[config.mk]
export PLATFORM = sky130hd
export DESIGN_NAME = irpl_merge
export DESIGN_NICKNAME = d
export VERILOG_FILES = /design/src/rtl/irpl_pkg.sv /design/src/rtl/irpl_merge.sv
export SDC_FILE = /design/constraint.sdc
export NUM_CORES = 1
export LEC_CHECK = 0
export BUFFER_PORTS_ARGS = -buffer_cell sky130_fd_sc_hd__buf_2
export CAP_MARGIN = 20
export CORE_MARGIN = 2
export CORE_UTILIZATION = 37
export DETAILED_ROUTE_END_ITERATION = 8
export GPL_ROUTABILITY_DRIVEN = 0
export HOLD_SLACK_MARGIN = 0.1
export PLACE_DENSITY = 0.86
export SYNTH_ARGS = -nofsm -noshare
export SYNTH_HDL_FRONTEND = slang
export SYNTH_SLANG_ARGS = --single-unit
[constraint.sdc]
create_clock -name clk -period 1.45 [get_ports clk]
set_input_delay 0.2175 -clock clk [delete_from_list [all_inputs] [get_ports clk]]
set_output_delay 0.2175 -clock clk [all_outputs]
set_load 0.02 [all_outputs]
[src/rtl/irpl_pkg.sv]
// Shared types, constants and the lane calibration table for the IR range linearizer.
// No dependencies; every RTL file of the block imports this package.
`default_nettype none

package irpl_pkg;

  localparam int LANE_COUNT = 6;
  localparam int DEGREE     = 5;
  localparam int TABLE_FRAC = 20;
  localparam int DIST_BITS  = 16;

  typedef logic signed [DIST_BITS-1:0] dist_t;
  typedef logic signed [63:0]          coef_t;
  typedef coef_t                       coef_row_t [0:DEGREE];

  // Q.20 coefficients prescaled by 1024^k, index [lane][degree]
  localparam coef_row_t COEF_TABLE [0:LANE_COUNT-1] = '{
    '{ 64'sd91697971,   -64'sd1687922147, 64'sd14843406975,
      -64'sd69918384215, 64'sd166597157416, -64'sd157845099690 },
    '{ 64'sd178782208,  -64'sd2331093500, 64'sd14062753719,
      -64'sd44709485301, 64'sd71596425436, -64'sd45381941900 },
    '{ 64'sd116391936,  -64'sd2139967455, 64'sd18152936975,
      -64'sd81380045267, 64'sd184236856436, -64'sd165755063549 },
    '{ 64'sd37224448,   -64'sd74474733,   -64'sd2548667953,
       64'sd18982672429, -64'sd51650883406, 64'sd49844578227 },
    '{ 64'sd208561766,  -64'sd2732672942, 64'sd16008889300,
      -64'sd48740206967, 64'sd74570962918, -64'sd45322912319 },
    '{ 64'sd128031130,  -64'sd2719788040, 64'sd26069420695,
      -64'sd128690359352, 64'sd315324031510, -64'sd302821750714 }
  };

  // Bring a table entry to frac_bits fractional bits; magnitude rounds half away from zero.
  function automatic coef_t scaled_coef(input int lane, input int deg, input int frac_bits);
    coef_t       c;
    logic        neg;
    logic [63:0] m;
    int          sh;
    c   = COEF_TABLE[lane][deg];
    neg = c[63];
    m   = neg ? (64'd0 - c) : c;
    if (frac_bits >= TABLE_FRAC) begin
      m = m << (frac_bits - TABLE_FRAC);
    end else begin
      sh = TABLE_FRAC - frac_bits;
      m  = (m + (64'd1 << (sh - 1))) >> sh;
    end
    return neg ? coef_t'(64'd0 - m) : coef_t'(m);
  endfunction

endpackage

`default_nettype wire

[src/rtl/irpl_merge.sv]
// Output stage: gathers the lane distances into one registered result transaction.
// Depends on irpl_pkg for the lane count and distance type.
`default_nettype none

module irpl_merge (
  input  wire logic                 clk,
  input  wire logic                 rst_n,
  input  wire logic                 lane_valid,
  input  wire irpl_pkg::dist_t      lane_dist [irpl_pkg::LANE_COUNT],
  output logic                      stage_ready,
  output logic                      out_valid,
  input  wire logic                 out_ready,
  output irpl_pkg::dist_t           out_dist [irpl_pkg::LANE_COUNT]
);
  import irpl_pkg::*;

  logic  out_valid_r;
  logic  out_valid_nxt;
  dist_t dist_r [LANE_COUNT];

  assign stage_ready   = !out_valid_r || out_ready;
  assign out_valid_nxt = stage_ready ? lane_valid : out_valid_r;

  always_ff @(posedge clk) begin
    if (!rst_n) begin
      out_valid_r <= 1'b0;
    end else begin
      out_valid_r <= out_valid_nxt;
    end
  end

  // hold the result while the sink stalls
  always_ff @(posedge clk) begin
    if (stage_ready) begin
      for (int l = 0; l < LANE_COUNT; l++) begin
        dist_r[l] <= lane_dist[l];
      end
    end
  end

  assign out_valid = out_valid_r;
  assign out_dist  = dist_r;

endmodule

`default_nettype wire

[Word level (Yosys, flattened, before mapping)]
Index checks and enable logic that the tools add are counted.
Storage, ports and cells
  register bits: 97
  bits of input ports: 100
  output and inout bits: 98
  logic and storage cells: 9
Operators by class
  reductions and logical operators: 2
Operators with widths (count)
  zero test 1 bit: 1
  logical OR 1 bit: 1

[Logic depth before layout (Yosys ltp)]
  depth in word-level cells: 2
  gate-level depth with buffers: 2
  depth with buffers taken out: 2

[Worst setup path before layout]
OpenSTA, ideal clock, no wires.
  path kind: register -> register
  start: register out_valid_r (netlist: out_valid)
  end: register dist_r, in the netlist out_dist[0] (enable)
  library setup time: 391 ps
  data arrival time: 1153 ps
  data required time: 1059 ps
  slack: -93 ps
  stages on the path, launching flop included: 2
  buffers on the path: 0
  clock period less this slack: 1543 ps
  path through: dfxtp_1 nand2b_4
On the way
  word-level cells in the longest chain between the ends: 2
RTL lines
  start: declaration: RTL line irpl_merge.sv:17  | logic out_valid_r;
  start signal: assignment: RTL line irpl_merge.sv:28  | out_valid_r <= out_valid_nxt;
  zero test 1 bit: RTL line irpl_merge.sv:21  | assign stage_ready = !out_valid_r || out_ready;
  logical OR 1 bit: RTL line irpl_merge.sv:21
  net stage_ready: RTL line irpl_merge.sv:10  | output logic stage_ready,
  end signal: indexed assignment: RTL line irpl_merge.sv:36  | dist_r[l] <= lane_dist[l];
  end: declaration: RTL line irpl_merge.sv:19  | dist_t dist_r [LANE_COUNT];
The timed path passes the listed nets, and every way through them passes these cells.
A chain may end at the register's enable or synchronous reset.

[Final worst setup path]
  start: register out_valid_r (netlist: out_valid)
  end: output stage_ready
On the way
  word-level cells in the longest chain between the ends: 2
RTL lines (RTL line)
  zero test 1 bit: irpl_merge.sv:21
  logical OR 1 bit: irpl_merge.sv:21
  end: declaration: irpl_merge.sv:10
Every way passes these cells.

==> results.ini <==
[synth]
synth_edf_count = 96
synth-xor-area-share = 0
synth-main-ff-cell = edfxtp_1
syn_area_per_cell_um2 = 29.32
muxShareOfSynthArea = 0
yosysMostFrequentCell = edfxtp_1
synth_warnings = 0
async_reset_ff_frac = 0
synthCells = 100
synth_top_family_by_area = simple AND/OR/NAND/NOR gates
syn_area_mm2 = 0.002932
ys_ff_latch = 97
synth_fp_nets = 200
ys_seq_area_frac = 0.9902
synthTopCellsByArea = edfxtp_1 (98%), dfxtp_1 (0.68%), nand2b_4 (0.47%), a21boi_2 (0.38%), inv_1 (0.13%)
ys_types = 5
synth_largest_area_cell = edfxtp_1
synth_top_area_share = 0.9834
synth_common_cells = edfxtp_1 (96), a21boi_2 (1), dfxtp_1 (1), inv_1 (1), nand2b_4 (1)
synthAdderAreaFrac = 0
synth_compound_area_frac = 0.003841
yosys.area_share.simple = 0.004695

[power_and_ir_drop]
finalPower_uw = 5998
vdd_drop_max_v = 0.0007495
p_leak_uw = 0.002341
p_per_area_mw_per_mm2 = 1130

[detailed_routing]
ant_nets = 0
wl_per_cell_um = 15.59
drc_errors = 0
dr.pass1.iters = 4
finalWirelength_um = 8060
drtIter0Drc = 57
via_count = 2170
post_drt_via_cell_ratio = 4.197

[final_layout]
final_nets = 508
syn_to_final_growth_pct = 81.05
drive_gt1_frac = 0.5230

[clock_network]
cts_buffers = 9
path_clk_slew_ns = 0.09
cts_tree = yes
cts_buffer_depth = 2
htree_levels = 3
root_buffer = clkbuf_8
cts_sinks = 97
clk_latency_ns = 0.34

[worst_setup_path]
cpMaxStageDelayCell = dfxtp_2
worstSetupStartpointType = flop
crit_buf_inv = 2
cp-end-kind = output pin
worstPathMaxFanout = 20
crit_required_ns = 1.23
worst_ep_arrival_time_ns = 1.15
cp_top_family = flip-flops
critical_path.cell_chain = nand2b_4 -> buf_12 -> buf_4
cp_slowest_stage_delay_ns = 0.37
path_class = flop to output pin

[run]
cap_violations = 0

[grt]
grt_use_met3 = 0.05560
met1_usage = 0.1998
grt-ovfl-total = 0
grt_pass1_vias = 2329
busiest_layer = met2
antenna_found_initial = 2
grt_use_met2 = 0.3466
grt.total_usage = 0.1873
grt_max_degree = 59
grt_pass1_wl_um = 11800

[placement]
pre_cts_ws_ns = 0.3522
port-buffer-count = 197

[floorplanning]
fp-row-count = 32
die-area_mm2 = 0.008651
io_pins = 198
die_h_um = 93.01
initial_core_util = 0.3813
die_w_um = 93.01
core_area_mm2 = 0.007687

[timing]
fin_setup_tns_ns = 0
fin_crit_sh = 0.9397
worst_slack_ns = 0.08750
fmax_mhz = 733.9
fin_skew_ns = 0.009347
worst_slew_pin_slew_ns = 0.2915
hold_violations = 0
slew_viol_final = 0
max_slew_margin = 0.8057
rsz0062_at_grt = false
holdWs_ns = 0.1485
min_period_ns = 1.363
setup_viol = 0

[run_status]
status = finished, final reports clean

[min_path]
hold_class = input pin to flop

## worst paths after layout
check	endpoint	from	slack, ns	cells after the start
setup / recovery	stage_ready	out_valid	0.09	3
hold / removal	out_valid	rst_n	0.15	2
setup reg to reg	out_dist[22]	out_valid	0.35	2
hold reg to reg	out_dist[89]	out_valid	0.78	2
## area by class of cell
cell class,count,area [um2]
Timing Repair Buffer,297,2032
Tap cell,102,127.6
Fill cell,542,2380
Clock buffer,10,127.6
Sequential cell,97,2904
Inverter,1,3.754
Antenna cell,2,5.005
Multi-Input combinational cell,2,25.02
Clock inverter,6,82.58
## where the power goes
part           internal (uW)  total, uW  switching [uW]
logic                    408        854             446
clock network            961       1800             840
registers               3290       3340            51.6
total                   4660       6000            1340
## what timing repair did
item | CTS | global route
gates cloned | 1 | 0
gates resized for setup | 0 | 1
buffers inserted | 0 | 0
hold buffers | 97 | 0
endpoints found under the setup margin | 1 | 1
endpoints found under the hold margin | 97 | 0
## routing by layer
metal	wire, um	share of wire
met1	2894	0.36
met2	4392	0.54
met3	635	0.079
met4	137	0.017
met5	0	0
## worst register-to-register path, cell delays in order, from the launching register on
cell	delay, ns
dfxtp_2	0.35
nand2b_4	0.11
buf_12	0.28
## cells in the final DEF, fill, tap and decap left out, drive strengths merged
| cell type | instances |
|---|---|
| bufbuf | 1 |
| clkinvlp | 2 |
| diode | 2 |
| inv | 1 |
| bufinv | 2 |
| clkbuf | 10 |
| buf | 199 |
| a21boi | 1 |
| edfxtp | 96 |
| dlygate4sd3 | 97 |
| clkinv | 2 |
| nand2b | 1 |
| dfxtp | 1 |
## registers in the layout, indices dropped and copies added, names as in the netlist
register,flops
out_dist,96
out_valid,1
## stage by stage
step / std cells / cell area (um2) / util
after floorplan: 100 / 2933 / -
after global placement: 401 / 4086 / 0.5316
after detailed placement: 401 / 4086 / 0.5316
after CTS: 515 / 5300 / 0.6895
after global routing: 517 / 5308 / 0.6904
final: 517 / 5308 / 0.6904
## cell families after synthesis
family,Yosys count
flip-flops,97
AND/OR/NAND/NOR,1
AO/OA/AOI/OAI,1
buffers and inverters,1
Power figures use the tool's default switching activity.
