## config.mk

```make
export PLATFORM = sky130hd
export DESIGN_NAME = irpl_lane
export DESIGN_NICKNAME = d
export VERILOG_FILES = /design/src/rtl/irpl_pkg.sv /design/src/rtl/irpl_horner_step.sv /design/src/rtl/irpl_lane.sv
export SDC_FILE = /design/constraint.sdc
export NUM_CORES = 2
export LEC_CHECK = 0
export BUFFER_PORTS_ARGS = -buffer_cell sky130_fd_sc_hd__buf_4
export CAP_MARGIN = 5
export CORE_MARGIN = 2
export CORE_UTILIZATION = 60
export DETAILED_ROUTE_END_ITERATION = 8
export HOLD_SLACK_MARGIN = 0.03
export PLACE_DENSITY = 0.76
export SLEW_MARGIN = 5
export SYNTH_ARGS = -nofsm -noshare
export SYNTH_HDL_FRONTEND = slang
export SYNTH_SLANG_ARGS = --single-unit
```

## constraint.sdc

```tcl
create_clock -name clk -period 27.7 [get_ports clk]
set_input_delay 4.155 -clock clk [delete_from_list [all_inputs] [get_ports clk]]
set_output_delay 4.155 -clock clk [all_outputs]
set_load 0.02 [all_outputs]
```

## src/rtl/irpl_pkg.sv

```systemverilog
// Shared types, constants and the lane calibration table for the IR range linearizer.
// No dependencies; every RTL file of the block imports this package.
`default_nettype none

package irpl_pkg;

  localparam int LANE_COUNT = 6;
  localparam int DEGREE     = 5;
  localparam int TABLE_FRAC = 20;
  localparam int DIST_BITS  = 16;

  typedef logic signed [DIST_BITS-1:0] dist_t;
  typedef logic signed [63:0]          coef_t;
  typedef coef_t                       coef_row_t [0:DEGREE];

  // Q.20 coefficients prescaled by 1024^k, index [lane][degree]
  localparam coef_row_t COEF_TABLE [0:LANE_COUNT-1] = '{
    '{ 64'sd91697971,   -64'sd1687922147, 64'sd14843406975,
      -64'sd69918384215, 64'sd166597157416, -64'sd157845099690 },
    '{ 64'sd178782208,  -64'sd2331093500, 64'sd14062753719,
      -64'sd44709485301, 64'sd71596425436, -64'sd45381941900 },
    '{ 64'sd116391936,  -64'sd2139967455, 64'sd18152936975,
      -64'sd81380045267, 64'sd184236856436, -64'sd165755063549 },
    '{ 64'sd37224448,   -64'sd74474733,   -64'sd2548667953,
       64'sd18982672429, -64'sd51650883406, 64'sd49844578227 },
    '{ 64'sd208561766,  -64'sd2732672942, 64'sd16008889300,
      -64'sd48740206967, 64'sd74570962918, -64'sd45322912319 },
    '{ 64'sd128031130,  -64'sd2719788040, 64'sd26069420695,
      -64'sd128690359352, 64'sd315324031510, -64'sd302821750714 }
  };

  // Bring a table entry to frac_bits fractional bits; magnitude rounds half away from zero.
  function automatic coef_t scaled_coef(input int lane, input int deg, input int frac_bits);
    coef_t       c;
    logic        neg;
    logic [63:0] m;
    int          sh;
    c   = COEF_TABLE[lane][deg];
    neg = c[63];
    m   = neg ? (64'd0 - c) : c;
    if (frac_bits >= TABLE_FRAC) begin
      m = m << (frac_bits - TABLE_FRAC);
    end else begin
      sh = TABLE_FRAC - frac_bits;
      m  = (m + (64'd1 << (sh - 1))) >> sh;
    end
    return neg ? coef_t'(64'd0 - m) : coef_t'(m);
  endfunction

endpackage

`default_nettype wire

```

## src/rtl/irpl_horner_step.sv

```systemverilog
// One registered Horner step: acc_r = coef + round(acc_in * x / 2^SAMPLE_BITS).
// Depends on irpl_pkg for the scaled coefficient table.
`default_nettype none

module irpl_horner_step #(
  parameter int SAMPLE_BITS    = 10,
  parameter int COEF_FRAC_BITS = 20,
  parameter int ACC_W          = 42,
  parameter int LANE           = 0,
  parameter int DEG            = 0
) (
  input  wire logic                    clk,
  input  wire logic                    en,
  input  wire logic signed [ACC_W-1:0] acc_in,
  input  wire logic [SAMPLE_BITS-1:0]  x_in,
  output logic signed [ACC_W-1:0]      acc_r
);
  import irpl_pkg::*;

  localparam int    PW        = ACC_W + SAMPLE_BITS;
  localparam coef_t COEF_FULL = scaled_coef(LANE, DEG, COEF_FRAC_BITS);
  localparam logic signed [ACC_W-1:0] COEF = $signed(COEF_FULL[ACC_W-1:0]);
  localparam logic [PW-1:0] HALF = PW'(1) << (SAMPLE_BITS - 1);

  logic                    neg;
  logic [ACC_W-1:0]        mag;
  logic [PW-1:0]           prod;
  logic [PW-1:0]           rnd;
  logic [ACC_W-1:0]        q;
  logic signed [ACC_W-1:0] term;
  logic signed [ACC_W-1:0] acc_nxt;

  always_comb begin
    neg     = acc_in[ACC_W-1];
    mag     = neg ? (ACC_W'(0) - acc_in) : acc_in;
    prod    = PW'(mag) * PW'(x_in);
    rnd     = prod + HALF;
    q       = rnd[PW-1:SAMPLE_BITS];
    term    = neg ? -$signed(q) : $signed(q);
    acc_nxt = COEF + term;
  end

  always_ff @(posedge clk) begin
    if (en) begin
      acc_r <= acc_nxt;
    end
  end

endmodule

`default_nettype wire

```

## src/rtl/irpl_lane.sv

```systemverilog
// One sensor lane: five pipelined Horner steps, then millimetre rounding and saturation.
// Depends on irpl_pkg and irpl_horner_step.
`default_nettype none

module irpl_lane #(
  parameter int SAMPLE_BITS    = 10,
  parameter int COEF_FRAC_BITS = 20,
  parameter int LANE           = 0
) (
  input  wire logic                   clk,
  input  wire logic [irpl_pkg::DEGREE-1:0] stage_en,
  input  wire logic [SAMPLE_BITS-1:0] in_sample,
  output irpl_pkg::dist_t             dist_mm
);
  import irpl_pkg::*;

  localparam int ACC_W = COEF_FRAC_BITS + 22;
  localparam int MW    = ACC_W + 4;
  localparam int RW    = MW - COEF_FRAC_BITS;
  localparam coef_t TOP_FULL = scaled_coef(LANE, DEGREE, COEF_FRAC_BITS);
  localparam logic signed [ACC_W-1:0] TOP_COEF = $signed(TOP_FULL[ACC_W-1:0]);
  localparam logic [MW-1:0] HALF    = MW'(1) << (COEF_FRAC_BITS - 1);
  localparam logic [RW-1:0] POS_MAX = RW'(32767);
  localparam logic [RW-1:0] NEG_MAX = RW'(32768);

  logic signed [ACC_W-1:0]     acc [0:DEGREE-1];
  logic [SAMPLE_BITS-1:0]      x_r [0:DEGREE-2];

  // carry the sample alongside the accumulator
  always_ff @(posedge clk) begin
    for (int s = 0; s < DEGREE - 1; s++) begin
      if (stage_en[s]) begin
        x_r[s] <= (s == 0) ? in_sample : x_r[s == 0 ? 0 : s - 1];
      end
    end
  end

  for (genvar s = 0; s < DEGREE; s++) begin : g_step
    irpl_horner_step #(
      .SAMPLE_BITS   (SAMPLE_BITS),
      .COEF_FRAC_BITS(COEF_FRAC_BITS),
      .ACC_W         (ACC_W),
      .LANE          (LANE),
      .DEG           (DEGREE - 1 - s)
    ) u_step (
      .clk   (clk),
      .en    (stage_en[s]),
      .acc_in((s == 0) ? TOP_COEF : acc[(s == 0) ? 0 : s - 1]),
      .x_in  ((s == 0) ? in_sample : x_r[(s == 0) ? 0 : s - 1]),
      .acc_r (acc[s])
    );
  end

  logic             neg;
  logic [ACC_W-1:0] mag;
  logic [MW-1:0]    m10;
  logic [RW-1:0]    mm;

  // scale cm to mm, round, clamp to 16-bit signed
  always_comb begin
    neg = acc[DEGREE-1][ACC_W-1];
    mag = neg ? (ACC_W'(0) - acc[DEGREE-1]) : acc[DEGREE-1];
    m10 = (MW'(mag) << 3) + (MW'(mag) << 1) + HALF;
    mm  = m10[MW-1:COEF_FRAC_BITS];
    if (neg) begin
      dist_mm = (mm > NEG_MAX) ? dist_t'(-32768) : dist_t'(RW'(0) - mm);
    end else begin
      dist_mm = (mm > POS_MAX) ? dist_t'(32767) : dist_t'(mm);
    end
  end

endmodule

`default_nettype wire

```

Word level (Yosys, flattened, before mapping) --
Memory sizes are Yosys's and may differ from the RTL's. Cells that the tools add are included.
Word-level totals: register bits after elaboration 210, bits in writable memories 40, bits of input ports 16, output and inout port bits 16, memories 1
Memories:
- x_r | words 4, width 10, read ports 4, clocked after Yosys merged registers in 0, write ports 4, RTL line irpl_lane.sv:27 | logic [SAMPLE_BITS-1:0] x_r [0:DEGREE-2];
Operators by class: add/subtract/negate cells 23, multiply operators 5, order comparisons 2, mux-type cells 20
Operators with widths (number):
- 42-bit two-way mux | 9
- 52-bit by 10-bit adder with 52-bit output, second input constant | 5
- 42-bit negator | 5
- 1-bit by 42-bit subtractor with 42-bit output, first input constant | 5
- 42-bit by 10-bit multiplier with 52-bit output | 4
- 16-bit two-way mux | 3
- 37-bit by 10-bit multiplier with 47-bit output, first input constant | 1
- 45-bit by 43-bit adder with 46-bit output | 1
- 46-bit by 20-bit adder with 46-bit output, second input constant | 1
- 28-bit by 42-bit adder with 42-bit output, first input constant | 1
- 32-bit by 42-bit adder with 42-bit output, first input constant | 1
- 35-bit by 42-bit adder with 42-bit output, first input constant | 1
- 38-bit by 42-bit adder with 42-bit output, first input constant | 1
- 39-bit by 42-bit adder with 42-bit output, first input constant | 1
- 26-bit by 15-bit greater-than comparator with 1-bit output, second input constant | 1
- 26-bit by 16-bit greater-than comparator with 1-bit output, second input constant | 1
- 1-bit by 16-bit subtractor with 16-bit output, first input constant | 1
- 1-bit two-way mux | 8

Logic depth before layout (Yosys ltp) --
depth after elaboration 7, gate-level depth with buffers 40

Cells and area by module --
Synthesis repeated with hierarchy kept, for this count alone.
Unflattened totals: cells, all modules 11861, area total of the unflattened synthesis 99305.2 sq um
Modules (own cells, without submodules):
- irpl_horner_step at g_step[4].u_step | times used 1, cells an instance 2231, area each 18808.0 sq um, sequential area each 1261.2 sq um
- irpl_horner_step at g_step[1].u_step | times used 1, cells an instance 2203, area each 18656.6 sq um, sequential area each 1261.2 sq um
- irpl_horner_step at g_step[2].u_step | times used 1, cells an instance 2232, area each 18639.1 sq um, sequential area each 1261.2 sq um
- irpl_horner_step at g_step[3].u_step | times used 1, cells an instance 2205, area each 18569.1 sq um, sequential area each 1261.2 sq um
- irpl_horner_step at g_step[0].u_step | times used 1, cells an instance 2220, area each 18495.2 sq um, sequential area each 1261.2 sq um
- irpl_lane | times used 1, cells an instance 770, area each 6137.1 sq um, sequential area each 1201.2 sq um

Least setup slack after synthesis --
Ideal clock, no wire load.
path type reg-to-output, start point register g_step[4].u_step.acc_r[13], end point output dist_mm[2], data arrival time 7.534 ns, data required time 23.545 ns, slack 16.011 ns, stages on the path, launching flop included 29, path through edfxtp_1 or4_1 nor4_1 nand2b_1 or2_2 or4_1 or2_2 or4_1 or4_1 or2_2 o21ai_0 xnor2_1 ha_1 ha_1 inv_1 o21bai_1 a21oi_1 nor2b_1 o21ai_0 nand2b_1 a21oi_1 nand2_1 a21oi_1 mux2i_1 nor4_1 o21ai_0 and2_1 clkbuf_1 a2111oi_0
On the way: longest elaborated chain between the ends 7
Ends and longest elaborated chain:
- start: declaration | RTL line irpl_horner_step.sv:16 | output logic signed [ACC_W-1:0] acc_r
- start signal: assignment | RTL line irpl_horner_step.sv:45 | acc_r <= acc_nxt;
- 1-bit by 42-bit subtractor with 42-bit output | RTL line irpl_lane.sv:62 | mag = neg ? (ACC_W'(0) - acc[DEGREE-1]) : acc[DEGREE-1];
- 42-bit two-way mux * | RTL line irpl_lane.sv:62
- 45-bit by 43-bit adder with 46-bit output * | RTL line irpl_lane.sv:63 | m10 = (MW'(mag) << 3) + (MW'(mag) << 1) + HALF;
- 46-bit by 20-bit adder with 46-bit output * | RTL line irpl_lane.sv:63
- 26-bit by 15-bit greater-than comparator with 1-bit output, or another cell as far along | RTL line irpl_lane.sv:68 | dist_mm = (mm > POS_MAX) ? dist_t'(32767) : dist_t'(mm);
- 16-bit two-way mux, on equally long branches | RTL line irpl_lane.sv:68, irpl_lane.sv:66
- 16-bit two-way mux * | RTL line irpl_lane.sv:65 | if (neg) begin
- end: declaration | RTL line irpl_lane.sv:13 | output irpl_pkg::dist_t dist_mm
Mark *: on every way between the ends. The rest lies on a longest branch, timed or not.

Final worst setup path --
start point register g_step[4].u_step.acc_r[0], end point output dist_mm[2]
Same word-level chain as after synthesis.

==> results.txt <==
The flow ran to the end, and the final reports show no timing, DRC or antenna violations. In this run the count of I/O pins placed on the die edge is 32. The worst-case reg-to-reg path depth is 34. The remaining antenna violation count after routing was 0. Critical path class: flip-flop to output pin. The run gives 12,221 as the count of fill cells added during filler insertion.

Count of input and output buffers: 31. The worst setup path is captured at an output pin. Relative to the synthesized area, the layout overhead comes to 3.615%.

At the end of routability-driven placement, the weighted congestion stood at 0.9007. Post-CTS timing repair inserted 0 buffers for setup. For the number of buffers between clock root and the deepest sink, the log shows 3. After detailed placement, the design holds a cell count of 11,872. Type of element launching the critical path: a flip-flop. The startpoint identified for the worst register-to-register timing path is g_step[2].u_step.acc_r[7]$_DFFE_PP_. Derived from the worst setup path, the maximum achievable clock frequency is 75.97 MHz.

Average wire length per cell after detail routing: 18.78 um. Before antenna repair, the detailed router went through 6 iterations. The predominant post-synthesis flop cell is sky130_fd_sc_hd__edfxtp_1. Data on the critical path is required at its endpoint by 23.55 ns. After clock tree synthesis, the flow added hold-fix buffers numbering 0. The critical path starts at g_step[4].u_step.acc_r[0]$_DFFE_PP_.

Leading cell type by number of instances after synthesis: sky130_fd_sc_hd__inv_1. After detailed routing, the number of remaining DRC violations is 0. The fraction of registers with async set or reset after synthesis came out at 0.

The floorplan has 139 rows. The layout cell share with drive strength beyond 1 came out at 0.03261. For the number of distinct library cells after synthesis, the log shows 123. The effective utilization at floorplan was 0.6035; the final sum of negative setup slack was 0 ns.

Summing all non-filler instances in the final layout gives an area of 89,610 um2. Setup repair after global routing left no endpoint under its margin. Entering global routing, the biggest net connects 83 pins.

The run gives 74,584 as the number of global-route vias before repair. For this run, the slowest stage of the critical path takes 0.84 ns. The maximum level of the CTS H-tree is 1, and the number of register bits inferred by synthesis is 250. For the insertion delay to the later sink of the worst-skew pair, the log shows 0.66 ns. For the critical path arrival, the log shows 9.01 ns. The run gives 0.01457 as the relative max-transition margin. TritonCTS built the clock tree. For the final-report hold violation count, the log shows 0. The die is 383.7 um tall. The post-synthesis area per instance was 8.490 um2. Detailed routing inserted a total of 71,860 vias. Grouping stages by cell kind, the critical path spends the most delay in simple AND/OR/NAND/NOR gates. Gates resized during post-CTS repair numbered 0.

Worst-case setup slack after placement: 14.96 ns. The tools report the post-route worst setup slack as 14.54 ns. The commonest cells after synthesis are 1,589 x sky130_fd_sc_hd__inv_1, 1,322 x sky130_fd_sc_hd__fa_1, 1,321 x sky130_fd_sc_hd__nand2_1, 729 x sky130_fd_sc_hd__ha_1, 719 x sky130_fd_sc_hd__and2_1. The proportion of netlist area held by the largest area contributor is 0.3060, and the slew at the pin with the worst max-slew slack is 1.468 ns. The sequential cells in the finished layout cover a total of 7507 um2.

Along the worst path, the maximum fanout reaches 10. Once placement finished, the instance area stood at 88,550 um2. The critical path depth in cells is 30, and the clock transition at the registers of the reported paths is 0.06 ns. The synthesized design contains 250 enable-type register cells. The clock arrives with 0.07418 ns of skew. After the flow finishes, the layout carries non-filler instances totaling 11,930.

The time the final worst path needs with I/O delays and setup came out at 13.16 ns. The floorplan step defined a core boundary enclosing 143,300 um2. The number of standard cells after synthesis is 10,186.

The average via count per standard cell works out to 6.023. The root cell of the clock tree was sky130_fd_sc_hd__clkbuf_16. Summed over all layers, the global routing overflow is 0. The first global-routing pass estimated 374.6 mm of wire. The critical path ends at dist_mm[2].

Count of final setup violators: 0. The total number of yosys warnings came out at 0. From left edge to right edge, the die measures 383.7 um.

The number of antenna diodes in the final layout is 0. The worst hold-check path type was flip-flop to flip-flop. The run gives 3 as the initial antenna violation count. The worst register-to-register path has a setup slack of 15.38 ns. The critical path contains buffers and inverters numbering 3 combined.

The detailed router finished its first iteration with 5,601 violations. The tools report the capture point of the worst reg-to-reg path as g_step[3].u_step.acc_r[41]$_DFFE_PP_. The logs give 0.3078 for the global router's overall resource usage and 147,200 um2 for the die area. The tree built by TritonCTS fans out to 250 sinks. After synthesis, the cell types taking the most area are sky130_fd_sc_hd__fa_1 31%, sky130_fd_sc_hd__ha_1 11%, sky130_fd_sc_hd__edfxtp_1 8.7%, sky130_fd_sc_hd__inv_1 6.9%, sky130_fd_sc_hd__nand2_1 5.7%.

The logs give 0 for the final count of pins violating max slew and 31 for the number of buffers added by the clock tree synthesis step. Max-cap violations in this run came to 0. The final worst-path cycle share is 0.4752. The tools report the placed wire-length estimate after detailed placement as 179.9 mm. The sequential fraction of the synthesis area was 0.08681. Summed over all instances, the cell type with the most area after synthesis is sky130_fd_sc_hd__fa_1. For the net total in the final layout, the log shows 12,069. The net count after synthesis was 12,253; the area used by multi-input combinational logic was 71,680 um2. The total standard cell area after synthesis was 86,480 um2; the detailed-route wire length was 224.1 mm. For this design, the slowest cell found on the critical path is sky130_fd_sc_hd__nor4_1.
==> registers in the layout, summed over array words and instances (netlist names) <==
name	cells
g_step.u_step.acc_r	210
x_r	40
==> worst register-to-register path, delay by kind of cell (launching register included) <==
family | cells | cell delay [ns]
DFF | 1 | 0.43
adders and majority gates | 6 | 2.92
xor gates and xnor gates | 3 | 0.84
AOI/OAI and AO/OA | 8 | 2.24
and+or+nand+nor | 13 | 5.09
buffers and inverters | 3 | 0.14
muxes | 1 | 0.39
==> metal layers <==
metal,track usage,up-vias,routed length (um)
li1,-,33269,-
met3,0.03532,508,13970
met1,0.4004,35499,92990
met5,0,-,28
met4,0.1135,4,8982
met2,0.5288,2580,108100
==> cell usage in the layout, fill, tap and decap left out, types with 121 or more instances in the layout <==
cell / synthesis / final
sky130_fd_sc_hd__nor2_1: 324 / 324
sky130_fd_sc_hd__buf_4: 2 / 136
sky130_fd_sc_hd__xnor2_1: 513 / 512
sky130_fd_sc_hd__fa_1: 1322 / 1322
sky130_fd_sc_hd__edfxtp_1: 250 / 250
sky130_fd_sc_hd__o21ai_0: 325 / 325
sky130_fd_sc_hd__ha_1: 729 / 729
sky130_fd_sc_hd__nor3_1: 152 / 152
sky130_fd_sc_hd__a21oi_1: 359 / 359
sky130_fd_sc_hd__nor2b_1: 157 / 157
sky130_fd_sc_hd__o31ai_1: 121 / 121
sky130_fd_sc_hd__inv_1: 1589 / 1589
sky130_fd_sc_hd__nand3_1: 146 / 146
sky130_fd_sc_hd__and2_1: 719 / 719
sky130_fd_sc_hd__nand2_1: 1321 / 1321
sky130_fd_sc_hd__xor2_1: 196 / 196
sky130_fd_sc_hd__a21o_1: 168 / 168
==> how the worst min path moves through the flow <==
stage	startpoint	to	slack (ns)	cells past startpoint
after floorplan	x_r[0][1]$_DFFE_PP_	x_r[1][1]$_DFFE_PP_	0.42	0
after global placement	x_r[0][0]$_DFFE_PP_	x_r[1][0]$_DFFE_PP_	0.85	1
after detailed placement	x_r[0][0]$_DFFE_PP_	x_r[1][0]$_DFFE_PP_	0.85	1
after CTS	x_r[1][0]$_DFFE_PP_	x_r[2][0]$_DFFE_PP_	0.80	1
after global routing	x_r[1][0]$_DFFE_PP_	x_r[2][0]$_DFFE_PP_	0.84	1
final	x_r[1][0]$_DFFE_PP_	x_r[2][0]$_DFFE_PP_	0.83	1
==> layout make-up <==
class | instances | area share
clock buffers | 34 | 0.008783
clock inverters | 24 | 0.003030
multi-input cells | 7994 | 0.7999
flip-flops and latches | 250 | 0.08378
repair buffers | 136 | 0.01139
inverters | 1589 | 0.06656
well taps | 1903 | 0.02657
==> per-stage QoR <==
| stage | util | hold slack, ns |
|---|---|---|
| after CTS | 0.6253 | 0.8005 |
| final | 0.6253 | 0.8269 |
| after floorplan | - | 0.4244 |
| after global routing | 0.6253 | 0.8371 |
| after global placement | 0.6179 | 0.8473 |
| after detailed placement | 0.6179 | 0.8475 |
==> logic make-up after synthesis <==
kind of cell / Yosys count / synth area share
fa+ha+maj: 2052 / 0.4116
xor+xnor: 709 / 0.07180
mux: 48 / 0.005859
simple gates: 3485 / 0.2050
flops: 250 / 0.08681
buf+inv: 1942 / 0.08477
compound gates: 1700 / 0.1342
Power is not shown: default switching activity piles up to over one toggle a cycle in this logic, so the estimate is an artifact.
